<file path="src/sv/ipr_pkg.sv">
`timescale 1ns / 1ps
// ----------------------------------------------------------------------------
// ipr_pkg
// types and constants shared by the image packet receiver modules
// ----------------------------------------------------------------------------
package ipr_pkg;

    localparam int MAX_DATA_BYTES = 256;
    localparam int BL_W           = $clog2(MAX_DATA_BYTES + 1);
    localparam logic [15:0] LEN_MIN = 16'd2;
    localparam logic [15:0] LEN_MAX = 16'(MAX_DATA_BYTES + 2);

    localparam logic [7:0] PIXEL_MASK = 8'hF0;
    localparam int         NIBBLE     = 4;

    // configuration register indexes
    localparam logic [1:0] REG_IMAGE_PIXELS = 2'd0;
    localparam logic [1:0] REG_DATA_TYPE    = 2'd1;
    localparam logic [1:0] REG_END_TYPE     = 2'd2;

    localparam logic [15:0] IMAGE_PIXELS_RST = 16'd36864;
    localparam logic [7:0]  DATA_TYPE_RST    = 8'd2;
    localparam logic [7:0]  END_TYPE_RST     = 8'd8;

    // result kinds
    localparam logic KIND_PIXELS = 1'b0;
    localparam logic KIND_STATUS = 1'b1;

    // packet status codes
    localparam logic [2:0] ST_MORE      = 3'd0;
    localparam logic [2:0] ST_DONE      = 3'd1;
    localparam logic [2:0] ST_WRONG_TYPE = 3'd2;
    localparam logic [2:0] ST_CHECKSUM  = 3'd3;
    localparam logic [2:0] ST_OVERFLOW  = 3'd4;
    localparam logic [2:0] ST_BAD_LEN   = 3'd5;

    typedef struct packed {
        logic [7:0] rx_byte;
        logic       restart;
    } in_item_t;

    typedef struct packed {
        logic       kind;
        logic [7:0] pixel_first;
        logic [7:0] pixel_second;
        logic [2:0] status;
    } out_item_t;

    typedef struct packed {
        logic [15:0] image_pixels;
        logic [7:0]  data_type_code;
        logic [7:0]  end_type_code;
    } cfg_t;

endpackage

</file>
<file path="src/sv/ipr_cfg_regs.sv">
`timescale 1ns / 1ps
// ----------------------------------------------------------------------------
// ipr_cfg_regs
// configuration registers: image size and the two packet type codes
// ----------------------------------------------------------------------------
module ipr_cfg_regs
    import ipr_pkg::*;
(
    input  logic        clk,
    input  logic        rst_n,
    input  logic        wr_en,
    input  logic [1:0]  wr_index,
    input  logic [15:0] wr_data,
    output cfg_t        cfg
);

    cfg_t cfg_reg;
    cfg_t cfg_next;

    always_comb
    begin
        cfg_next = cfg_reg;
        if (wr_en)
        begin
            case (wr_index)
                REG_IMAGE_PIXELS: cfg_next.image_pixels   = wr_data;
                REG_DATA_TYPE:    cfg_next.data_type_code = wr_data[7:0];
                REG_END_TYPE:     cfg_next.end_type_code  = wr_data[7:0];
                default:          cfg_next = cfg_reg;
            endcase
        end
    end

    always_ff @(posedge clk or negedge rst_n)
    begin
        if (!rst_n)
        begin
            cfg_reg.image_pixels   <= IMAGE_PIXELS_RST;
            cfg_reg.data_type_code <= DATA_TYPE_RST;
            cfg_reg.end_type_code  <= END_TYPE_RST;
        end
        else
        begin
            cfg_reg <= cfg_next;
        end
    end

    assign cfg = cfg_reg;

endmodule

</file>
<file path="src/sv/ipr_parser.sv">
`timescale 1ns / 1ps
// ----------------------------------------------------------------------------
// ipr_parser
// packet state and per-byte parse: header skip, type, length, data, checksum
// ----------------------------------------------------------------------------
module ipr_parser
    import ipr_pkg::*;
(
    input  logic      clk,
    input  logic      rst_n,
    input  logic      fire,
    input  in_item_t  item,
    input  cfg_t      cfg,
    output logic      res_valid,
    output out_item_t res_item
);

    typedef enum logic [2:0] {
        PH_HEADER,
        PH_DATA,
        PH_SUM_HI,
        PH_SUM_LO,
        PH_STOPPED
    } phase_t;

    typedef enum logic [1:0] {
        PK_DATA,
        PK_END,
        PK_OTHER
    } pkt_kind_t;

    phase_t          phase_reg,    phase_next;
    logic [3:0]      hdr_idx_reg,  hdr_idx_next;
    logic [15:0]     sum_reg,      sum_next;
    logic [7:0]      len_hi_reg,   len_hi_next;
    logic [BL_W-1:0] left_reg,     left_next;
    pkt_kind_t       pkind_reg,    pkind_next;
    logic [7:0]      sum_hi_reg,   sum_hi_next;
    logic [15:0]     pw_reg,       pw_next;
    logic            ovf_reg,      ovf_next;

    logic [7:0]  b;
    logic [15:0] len_full;
    logic [15:0] sum_add;
    logic        room_short;
    logic        emit;
    logic [2:0]  emit_code;

    assign b          = item.rx_byte;
    assign len_full   = {len_hi_reg, b};
    assign sum_add    = sum_reg + {8'd0, b};
    assign room_short = ({1'b0, pw_reg} + 17'd2) > {1'b0, cfg.image_pixels};

    always_comb
    begin
        phase_next   = phase_reg;
        hdr_idx_next = hdr_idx_reg;
        sum_next     = sum_reg;
        len_hi_next  = len_hi_reg;
        left_next    = left_reg;
        pkind_next   = pkind_reg;
        sum_hi_next  = sum_hi_reg;
        pw_next      = pw_reg;
        ovf_next     = ovf_reg;
        emit         = 1'b0;
        emit_code    = ST_MORE;
        res_valid    = 1'b0;
        res_item     = '0;

        if (fire)
        begin
            if (item.restart)
            begin
                phase_next   = PH_HEADER;
                hdr_idx_next = 4'd0;
                sum_next     = 16'd0;
                len_hi_next  = 8'd0;
                left_next    = '0;
                pkind_next   = PK_DATA;
                sum_hi_next  = 8'd0;
                pw_next      = 16'd0;
                ovf_next     = 1'b0;
            end
            else
            begin
                case (phase_reg)
                    PH_HEADER:
                    begin
                        if (hdr_idx_reg < 4'd6)
                        begin
                            hdr_idx_next = hdr_idx_reg + 4'd1;
                        end
                        else if (hdr_idx_reg == 4'd6)
                        begin
                            if (b == cfg.data_type_code)
                                pkind_next = PK_DATA;
                            else if (b == cfg.end_type_code)
                                pkind_next = PK_END;
                            else
                                pkind_next = PK_OTHER;
                            sum_next     = {8'd0, b};
                            hdr_idx_next = 4'd7;
                        end
                        else if (hdr_idx_reg == 4'd7)
                        begin
                            len_hi_next  = b;
                            sum_next     = sum_add;
                            hdr_idx_next = 4'd8;
                        end
                        else
                        begin
                            sum_next     = sum_add;
                            hdr_idx_next = 4'd0;
                            if (pkind_reg == PK_OTHER)
                            begin
                                emit      = 1'b1;
                                emit_code = ST_WRONG_TYPE;
                            end
                            else if (len_full < LEN_MIN || len_full > LEN_MAX)
                            begin
                                emit      = 1'b1;
                                emit_code = ST_BAD_LEN;
                            end
                            else
                            begin
                                left_next  = BL_W'(len_full - LEN_MIN);
                                phase_next = (len_full == LEN_MIN) ? PH_SUM_HI : PH_DATA;
                            end
                        end
                    end
                    PH_DATA:
                    begin
                        sum_next  = sum_add;
                        left_next = left_reg - BL_W'(1);
                        if (left_reg == BL_W'(1))
                            phase_next = PH_SUM_HI;
                        if (pkind_reg == PK_DATA)
                        begin
                            if (ovf_reg || room_short)
                            begin
                                ovf_next = 1'b1;
                            end
                            else
                            begin
                                pw_next               = pw_reg + 16'd2;
                                res_valid             = 1'b1;
                                res_item.kind         = KIND_PIXELS;
                                res_item.pixel_first  = b & PIXEL_MASK;
                                res_item.pixel_second = b << NIBBLE;
                            end
                        end
                    end
                    PH_SUM_HI:
                    begin
                        sum_hi_next = b;
                        phase_next  = PH_SUM_LO;
                    end
                    PH_SUM_LO:
                    begin
                        emit = 1'b1;
                        if ({sum_hi_reg, b} != sum_reg)
                            emit_code = ST_CHECKSUM;
                        else if (ovf_reg)
                            emit_code = ST_OVERFLOW;
                        else if (pkind_reg == PK_END)
                            emit_code = ST_DONE;
                        else
                            emit_code = ST_MORE;
                    end
                    PH_STOPPED:
                    begin
                        phase_next = PH_STOPPED;
                    end
                    default:
                    begin
                        phase_next = phase_reg;
                    end
                endcase

                if (emit)
                begin
                    phase_next      = (emit_code == ST_MORE) ? PH_HEADER : PH_STOPPED;
                    hdr_idx_next    = 4'd0;
                    res_valid       = 1'b1;
                    res_item.kind   = KIND_STATUS;
                    res_item.status = emit_code;
                end
            end
        end
    end

    always_ff @(posedge clk or negedge rst_n)
    begin
        if (!rst_n)
        begin
            phase_reg   <= PH_HEADER;
            hdr_idx_reg <= 4'd0;
            sum_reg     <= 16'd0;
            len_hi_reg  <= 8'd0;
            left_reg    <= '0;
            pkind_reg   <= PK_DATA;
            sum_hi_reg  <= 8'd0;
            pw_reg      <= 16'd0;
            ovf_reg     <= 1'b0;
        end
        else
        begin
            phase_reg   <= phase_next;
            hdr_idx_reg <= hdr_idx_next;
            sum_reg     <= sum_next;
            len_hi_reg  <= len_hi_next;
            left_reg    <= left_next;
            pkind_reg   <= pkind_next;
            sum_hi_reg  <= sum_hi_next;
            pw_reg      <= pw_next;
            ovf_reg     <= ovf_next;
        end
    end

    // stopped image stays stopped until restart
    a_stop_holds: assert property (@(posedge clk) disable iff (!rst_n)
        (phase_reg == PH_STOPPED && !(fire && item.restart)) |=> phase_reg == PH_STOPPED)
        else $error("stopped image left without restart");

    a_hdr_range: assert property (@(posedge clk) disable iff (!rst_n)
        hdr_idx_reg <= 4'd8)
        else $error("header index out of range");

    a_data_left: assert property (@(posedge clk) disable iff (!rst_n)
        phase_reg == PH_DATA |-> left_reg != '0)
        else $error("data phase with no bytes left");

    a_pw_even: assert property (@(posedge clk) disable iff (!rst_n)
        pw_reg[0] == 1'b0)
        else $error("odd pixel count");

    a_restart: assert property (@(posedge clk) disable iff (!rst_n)
        (fire && item.restart) |=> (phase_reg == PH_HEADER && hdr_idx_reg == 4'd0 &&
                                     pw_reg == 16'd0 && !ovf_reg))
        else $error("restart did not clear state");

endmodule

</file>
<file path="src/sv/ipr_out_buf.sv">
`timescale 1ns / 1ps
// ----------------------------------------------------------------------------
// ipr_out_buf
// two-entry result buffer, registered full flag back-pressures the input
// ----------------------------------------------------------------------------
module ipr_out_buf
    import ipr_pkg::*;
(
    input  logic      clk,
    input  logic      rst_n,
    input  logic      push,
    input  out_item_t push_item,
    output logic      full,
    output logic      res_valid,
    input  logic      res_stall,
    output out_item_t res_item
);

    out_item_t  ent0_reg, ent0_next;
    out_item_t  ent1_reg, ent1_next;
    logic [1:0] count_reg, count_next;
    logic       pop;
    logic [1:0] base;

    assign pop  = (count_reg != 2'd0) && !res_stall;
    assign base = pop ? (count_reg - 2'd1) : count_reg;

    always_comb
    begin
        ent0_next  = pop ? ent1_reg : ent0_reg;
        ent1_next  = ent1_reg;
        if (push && base == 2'd0)
            ent0_next = push_item;
        if (push && base == 2'd1)
            ent1_next = push_item;
        count_next = base + {1'b0, push};
    end

    always_ff @(posedge clk or negedge rst_n)
    begin
        if (!rst_n)
        begin
            count_reg <= 2'd0;
        end
        else
        begin
            count_reg <= count_next;
        end
    end

    always_ff @(posedge clk)
    begin
        ent0_reg <= ent0_next;
        ent1_reg <= ent1_next;
    end

    assign full      = (count_reg == 2'd2);
    assign res_valid = (count_reg != 2'd0);
    assign res_item  = ent0_reg;

endmodule

</file>
<file path="src/sv/image_packet_receiver.sv">
`timescale 1ns / 1ps
// ----------------------------------------------------------------------------
// image_packet_receiver
// parses received sensor image packets into pixel pairs and packet status
// ----------------------------------------------------------------------------
//  channel  signals                        direction  item
//  rx       rx_valid, rx_stall, rx_item    in         received byte, restart
//  res      res_valid, res_stall, res_item out        pixel pair or status
//  cfg      cfg_valid, cfg_ready,          in         register write
//           cfg_index, cfg_data
//
//  one byte is taken per cycle while rx_stall is low; its result, if any,
//  is registered; the parse is combinational between the packet state and
//  a two-entry result buffer; rx_stall rises only while it holds two results
//  cfg_ready is always high; reset restores the register defaults and needs
//  no clearing pass
// ----------------------------------------------------------------------------
module image_packet_receiver
    import ipr_pkg::*;
(
    input  logic        clk,
    input  logic        rst_n,
    input  logic        rx_valid,
    output logic        rx_stall,
    input  in_item_t    rx_item,
    output logic        res_valid,
    input  logic        res_stall,
    output out_item_t   res_item,
    input  logic        cfg_valid,
    output logic        cfg_ready,
    input  logic [1:0]  cfg_index,
    input  logic [15:0] cfg_data
);

    cfg_t      cfg;
    logic      fire;
    logic      full;
    logic      parse_valid;
    out_item_t parse_item;

    assign cfg_ready = 1'b1;
    assign rx_stall  = full;
    assign fire      = rx_valid && !full;

    ipr_cfg_regs u_cfg (
        .clk      (clk),
        .rst_n    (rst_n),
        .wr_en    (cfg_valid && cfg_ready),
        .wr_index (cfg_index),
        .wr_data  (cfg_data),
        .cfg      (cfg)
    );

    ipr_parser u_parser (
        .clk       (clk),
        .rst_n     (rst_n),
        .fire      (fire),
        .item      (rx_item),
        .cfg       (cfg),
        .res_valid (parse_valid),
        .res_item  (parse_item)
    );

    ipr_out_buf u_out (
        .clk       (clk),
        .rst_n     (rst_n),
        .push      (parse_valid),
        .push_item (parse_item),
        .full      (full),
        .res_valid (res_valid),
        .res_stall (res_stall),
        .res_item  (res_item)
    );

endmodule
</file>
<file path="config.mk">
export PLATFORM = sky130hd
export DESIGN_NAME = image_packet_receiver
export DESIGN_NICKNAME = d
export VERILOG_FILES = /design/src/sv/ipr_pkg.sv /design/src/sv/ipr_cfg_regs.sv /design/src/sv/ipr_parser.sv /design/src/sv/ipr_out_buf.sv /design/src/sv/image_packet_receiver.sv
export SDC_FILE = /design/constraint.sdc
export NUM_CORES = 1
export LEC_CHECK = 0
export ABC_AREA = 1
export BUFFER_PORTS_ARGS = -buffer_cell sky130_fd_sc_hd__buf_2
export CAP_MARGIN = 15
export CORE_MARGIN = 3
export CORE_UTILIZATION = 25
export DETAILED_ROUTE_END_ITERATION = 6
export MAX_ROUTING_LAYER = met4
export PLACE_DENSITY = 0.39
export RECOVER_POWER = 25
export SYNTH_ARGS = -nofsm -noshare
export SYNTH_HDL_FRONTEND = slang
export SYNTH_HIERARCHICAL = 1
export SYNTH_SLANG_ARGS = --single-unit
</file>
<file path="constraint.sdc">
create_clock -name clk -period 9 [get_ports clk]
set_input_delay 1.8 -clock clk [delete_from_list [all_inputs] [get_ports clk]]
set_output_delay 1.8 -clock clk [all_outputs]
set_load 0.02 [all_outputs]
</file>
; Word level (Yosys, flattened, before mapping)
; Cells that the tools add are included.
[word_totals]
regBits = 141
in_bits = 32
out_inout_bits = 23
elab_cells = 185
[classes]
add_sub_neg = 8
magnitude_cmp = 4
n_eq_ne = 31
mux = 84
n_reduce_logical = 37
[ops]
columns = op, count
row1 = 16-bit two-way mux, 8
row2 = 20-bit two-way mux, 4
row3 = 3-bit two-way mux, 19
row4 = 8-bit two-way mux, 7
row5 = 9-bit two-way mux, 6
row6 = 17-bit two-way mux, 2
row7 = 16-bit one-hot mux with 2 select lines, 1
row8 = 4-bit two-way mux, 6
row9 = 4-bit != test (second input constant), 5
row10 = 1-bit two-way mux, 19
row11 = 9-bit one-hot mux with 2 select lines, 1
row12 = 2-bit nonzero test, 9
row13 = 16-bit by 2-bit adder with 17-bit output (second input constant), 1
row14 = 17-bit by 16-bit greater-than comparator with 1-bit output, 1
row15 = 16-bit by 2-bit adder with 16-bit output (second input constant), 1
row16 = 16-bit by 8-bit adder with 16-bit output, 1
row17 = 16-bit by 2-bit == test with 1-bit output (second input constant), 1
row18 = 8-bit == test, 2
row19 = 16-bit by 9-bit greater-than comparator with 1-bit output (second input constant), 1
row20 = 16-bit by 2-bit < comparator with 1-bit output (second input constant), 1
row21 = 2-bit two-way mux, 8
row22 = 16-bit != test, 1
row23 = 3-bit != test (second input constant), 5
row24 = 3-bit one-hot mux with 4 select lines, 1
row25 = 30 further kinds, 53

; Depth between registers and ports, before layout
[depth]
ltp_word = 15
mapped_depth = 23

; By module
; Netlist, hierarchy kept.
[by_module_without_submodules]
columns = module, instances, cells_each, area_each_um2
row1 = ipr_parser, 1, 782, 5422.7
row2 = ipr_out_buf, 1, 131, 1701.6
row3 = ipr_cfg_regs, 1, 142, 1355.0
row4 = image_packet_receiver, 1, 4, 21.3

; Worst setup path after synthesis
; Ideal clock, no wire load.
[synth_timing]
kind = input -> register
from = input rx_valid
to = register u_out/ent1_reg[0] in the netlist's numbering, enable pin
setup_time_ps = 397
arrival_time_ps = 4096
required_ps = 8603
slack_ps = 4507
path_stages = 9
path_buffers = 1
path_cell_list = inv_1 nor2_2 inv_1 nor3_4 nand3_1 nand2_1 clkbuf_1 nand2_1 nor2_1
[synth_via]
elab_chain_cells = 3
[synth_lines]
columns = element, line_no
row1 = "start, declared", image_packet_receiver.sv:23  ; input logic rx_valid,
row2 = 1-bit logical AND, image_packet_receiver.sv:43  ; assign fire = rx_valid && !full;
row3 = net fire, image_packet_receiver.sv:36  ; logic fire;
row4 = 1-bit two-way mux, ipr_parser.sv:70  ; if (fire)
row5 = net parse_valid, image_packet_receiver.sv:38  ; logic parse_valid;
row6 = 1-bit logical AND, ipr_out_buf.sv:34  ; if (push && base == 2'd1)
row7 = "end signal, assigned", ipr_out_buf.sv:54  ; ent1_reg <= ent1_next;
row8 = "end, declared", ipr_out_buf.sv:20  ; out_item_t ent1_reg, ent1_next;
; The timed path passes the listed nets, and every way through them passes these cells.
; A chain may end at the register's enable or synchronous reset.

; Worst setup path in the final report
[layout_timing]
from = register u_parser.pw_reg[1]
to = register u_out.ent0_reg, in the netlist u_out/res_item[18], enable pin
[layout_via]
elab_chain_cells = 11
[layout_lines]
columns = element, line_no
row1 = "start, declared", ipr_parser.sv:39  ; logic [15:0] pw_reg, pw_next;
row2 = "start signal, assigned", ipr_parser.sv:215  ; pw_reg <= pw_next;
row3 = 16-bit by 2-bit adder with 17-bit output, ipr_parser.sv:52  ; assign room_short = ({1'b0, pw_reg} + 17'd2) > {1'b0, cfg.image_pixels};
row4 = 17-bit by 16-bit greater-than comparator with 1-bit output, ipr_parser.sv:52
row5 = 1-bit logical OR, ipr_parser.sv:139  ; if (ovf_reg || room_short)
row6 = 1-bit two-way mux, ipr_parser.sv:139
row7 = 1-bit two-way mux, ipr_parser.sv:137  ; if (pkind_reg == PK_DATA)
row8 = 1-bit two-way mux, ipr_parser.sv:86  ; case (phase_reg)
row9 = 1-bit two-way mux, ipr_parser.sv:180  ; if (emit)
row10 = 1-bit two-way mux, ipr_parser.sv:72  ; if (item.restart)
row11 = 1-bit two-way mux, ipr_parser.sv:70
row12 = net parse_valid, image_packet_receiver.sv:38
row13 = 1-bit logical AND, ipr_out_buf.sv:32  ; if (push && base == 2'd0)
row14 = 2-bit nonzero test (no source line), -
row15 = "end signal, assigned", ipr_out_buf.sv:53  ; ent0_reg <= ent0_next;
row16 = "end, declared", ipr_out_buf.sv:19  ; out_item_t ent0_reg, ent0_next;
; The timed path passes the listed nets, and every way through them passes these cells.

==> flow_summary_export.csv <==
group,metric,value,unit
sta,finalCriticalPeriod,5.537,ns
yosys,avgSynthCellArea,8.027,sq um
critical_path,worst-endpoint-arrival,5.59,ns
finish,antenna_cells,0,
placed_design,pre_cts_slack,3.009,ns
power_and_ir_drop,p_sw_share,38.13,%
critical_path,criticalPathCategory,"flip-flop to flip-flop",
clock_tree,htreeDepth,4,
finish,nets,1163,
yosys,synth_seq_area_share,43.63,%
critical_path,path_max_fanout,23,
die,die_w,190.4,um
die,initial_utilization,25.73,%
yosys,yosysUniqueCellTypes,51,
yosys,synth_edf_count,40,
clock_tree,ctsResizeCount,0,
sta,skew,0.01735,ns
drt,wl_met2,9701,um
drt,post_drt_via_cell_ratio,4.379,
drt,drtAntennaViolNets,0,
global_route,overflow,0,
yosys,synth_area_leader_cell,"dfrtp_1",
power_and_ir_drop,p_seq_share,35.7,%
finish,utilization,29.31,%
sta,max_freq,0.1806,GHz
placed_design,place_area,9062,sq um
clock_tree,insertion_delay,0.44,ns
drt,firstDrtPassIters,5,
critical_path,critPathLaunchType,"flip-flop",
sta,rsz0062_at_grt,"false",
power_and_ir_drop,total_leakage_power,0.004707,uW
yosys,syn_area,8501,sq um
sta,worstMarginPinSlew,2.502,ns
clock_tree,clk_path_buf_depth,2,
clock_tree,root_buffer,"clkbuf_16",
power_and_ir_drop,power.internal,1545,uW
global_route,grt_pass1_wl,36760,um
drt,wl_met3,713,um
die,io-pin-count,55,
drt,vias,6796,
die,core,33030,sq um
global_route,grt_pass1_vias,6620,
sta,fin_tns_setup,0,ns
yosys,netlist_instances,1059,
sta,fin_crit_sh,61.52,%
global_route,grt_max_degree,59,
sta,setup_violations,0,
clock_tree,holdBufCountCts,0,
finish,drive_above_1_share,13.69,%
yosys,synthFlopType,"dfrtp_1",
clock_tree,post_cts_buffers,0,
drt,routed_wl,22210,um
finish,final_area,9682,sq um
drt,drc,0,
yosys,async_reset_ff_share,71.43,%
finish,area_delta_synth_final,13.89,%
sta,hold_slack,0.4693,ns
die,die_area,36250,sq um
power_and_ir_drop,ir_drop,0.1480,mV
sta,relSlewSlack,-66.82,%
power_and_ir_drop,p_sw,952.0,uW
clock_tree,cts_tree,"built",
yosys,ys_seq_elements,140,
sta,slew_viol_final,44,
clock_tree,cts_buffers,17,
critical_path,crit_path_end_kind,"flip-flop",
clock_tree,clkTransAtPathRegs,0.07,ns
drt,met1_length,11510,um
yosys,synthTopCellsByArea,"dfrtp_1, edfxtp_1, nand2_1, inv_1, ha_1",
drt,routedWlPerCell,14.31,um
placed_design,dp_hpwl,16180,um
power_and_ir_drop,combPwrFrac,32.7,%
clock_tree,clkSinkCount,140,
die,placement_rows,66,
power_and_ir_drop,pwr_density_cell,257.9,nW/um^2
global_route,grt_antenna_before_repair,0,
yosys,synth_top_area_share,28.26,%
global_route,grtUsageTotal,13.22,%
run_status,status,"finished with violations",
run_status,violations,"capacitance limit, slew limit",
critical_path,required,9.05,ns
power_and_ir_drop,clockPowerShare,31.6,%
finish,largest_register_ff_count,32,
worst_hold_path,worstHoldPathType,"flip-flop to flip-flop",
drt,drt_iter0_markers,367,
flow_run,cap_violations,1,
placed_design,portBuffers,53,
yosys,synth_warnings,6,
sta,hold_violations,0,
sta,setup_slack,3.463,ns
die,die_h,190.4,um
placed_design,place_congestion,0.8031,
drt,top_layer,"met4",
## layer usage
layer  track usage [%]  up-vias
li1                  -     3552
met4             3.500        0
met3             2.279       14
met1             18.84     3126
met2             19.42      104
met5                 -        -
## cell usage after synthesis, types with 9 or more instances
| cell type | number |
|---|---|
| nor3_1 | 17 |
| buf_4 | 13 |
| nand3_1 | 53 |
| ha_1 | 33 |
| buf_2 | 12 |
| clkbuf_1 | 9 |
| dfrtp_1 | 96 |
| nand2_1 | 314 |
| o21ai_2 | 10 |
| o21ai_1 | 10 |
| a21oi_1 | 38 |
| buf_6 | 9 |
| xor2_1 | 22 |
| o21ai_0 | 32 |
| nand4_1 | 62 |
| edfxtp_1 | 40 |
| nor2_1 | 79 |
| inv_2 | 12 |
| nand2_2 | 12 |
| inv_1 | 111 |
## stage by stage
step                      total power [uW]  instances
after floorplan                       1530       1066
after global placement                1732       1520
after detailed placement              1732       1520
after CTS                             2537       1552
after global routing                  2711       1552
final                                 2497       1552
## path summary, 6_finish.rpt
kind,from,to,slack [ns],depth (start not counted)
hold / removal,u_cfg/cfg[31],u_cfg/cfg[31],0.47,2
max in group asynchronous,rst_n,u_cfg/cfg[22],5.00,2
setup / recovery,u_parser/pw_reg[1],u_out/res_item[18],3.46,19
min in group asynchronous,rst_n,u_parser/sum_reg[10],2.13,1
setup reg to reg,u_parser/pw_reg[1],u_out/res_item[18],3.46,19
hold reg to reg,u_cfg/cfg[31],u_cfg/cfg[31],0.47,2
## cells by family after synthesis
family,Yosys count,share of synthesized area [%]
simple gates,569,30.66
buf+inv,167,9.052
flops,140,43.63
compound gates,118,8.478
fa+ha+maj,34,5.093
xor+xnor,28,2.885
other cells,2,0.08835
mux,1,0.1178
## layout by cell type (no fill, tap or decap), types with 5 or more instances in the layout
cell type and instances:
dfrtp_1 96, clkbuf_16 18, inv_1 111, conb_1 9
inv_2 12, o21a_1 5, ha_1 33, nor2_4 5
or2_2 6, buf_2 51, nand4_1 62, edfxtp_1 40
nand2_1 315, o21ai_1 10, xor2_1 22, o21ai_2 10
nor2_1 79, xnor2_1 6, a21oi_1 38, nand3_1 55
o21ai_0 32, nor3_1 17, nand2_2 12
## power by group through the flow
stage	Combinational [uW]	Sequential [uW]	Clock (uW)
detailed placement	828	904	0
global route	951	915	845
finish	816	892	789
floorplan	635	895	0
CTS	831	894	813
global placement	828	905	0
## worst max-delay path, stage by stage, from the launching register on
cell and delay [ns]:
dfrtp_1 0.39, ha_1 0.18, nand2_1 0.08, inv_1 0.10
nand4_1 0.12, nor2_1 0.25, nand3_1 0.10, nand2_1 0.08
inv_1 0.06, ha_1 0.27, nand2_1 0.04, inv_1 0.05
nand3_1 0.06, nor3_1 0.20, nand3_1 0.10, nand2_1 0.49
nand3_1 0.49, nand2_1 0.78, nand3_2 0.52, nand2_1 0.78
## layout make-up
cell class | count | area (sq um)
clock inverter | 14 | 206.4
tap | 442 | 553.0
multi-input combinational | 759 | 4016
fill | 3662 | 23350
inverter | 123 | 461.7
timing repair buffer | 56 | 285.3
sequential | 140 | 3709
clock buffer | 18 | 450.4
No activity file was read; power rests on OpenSTA's default activity.
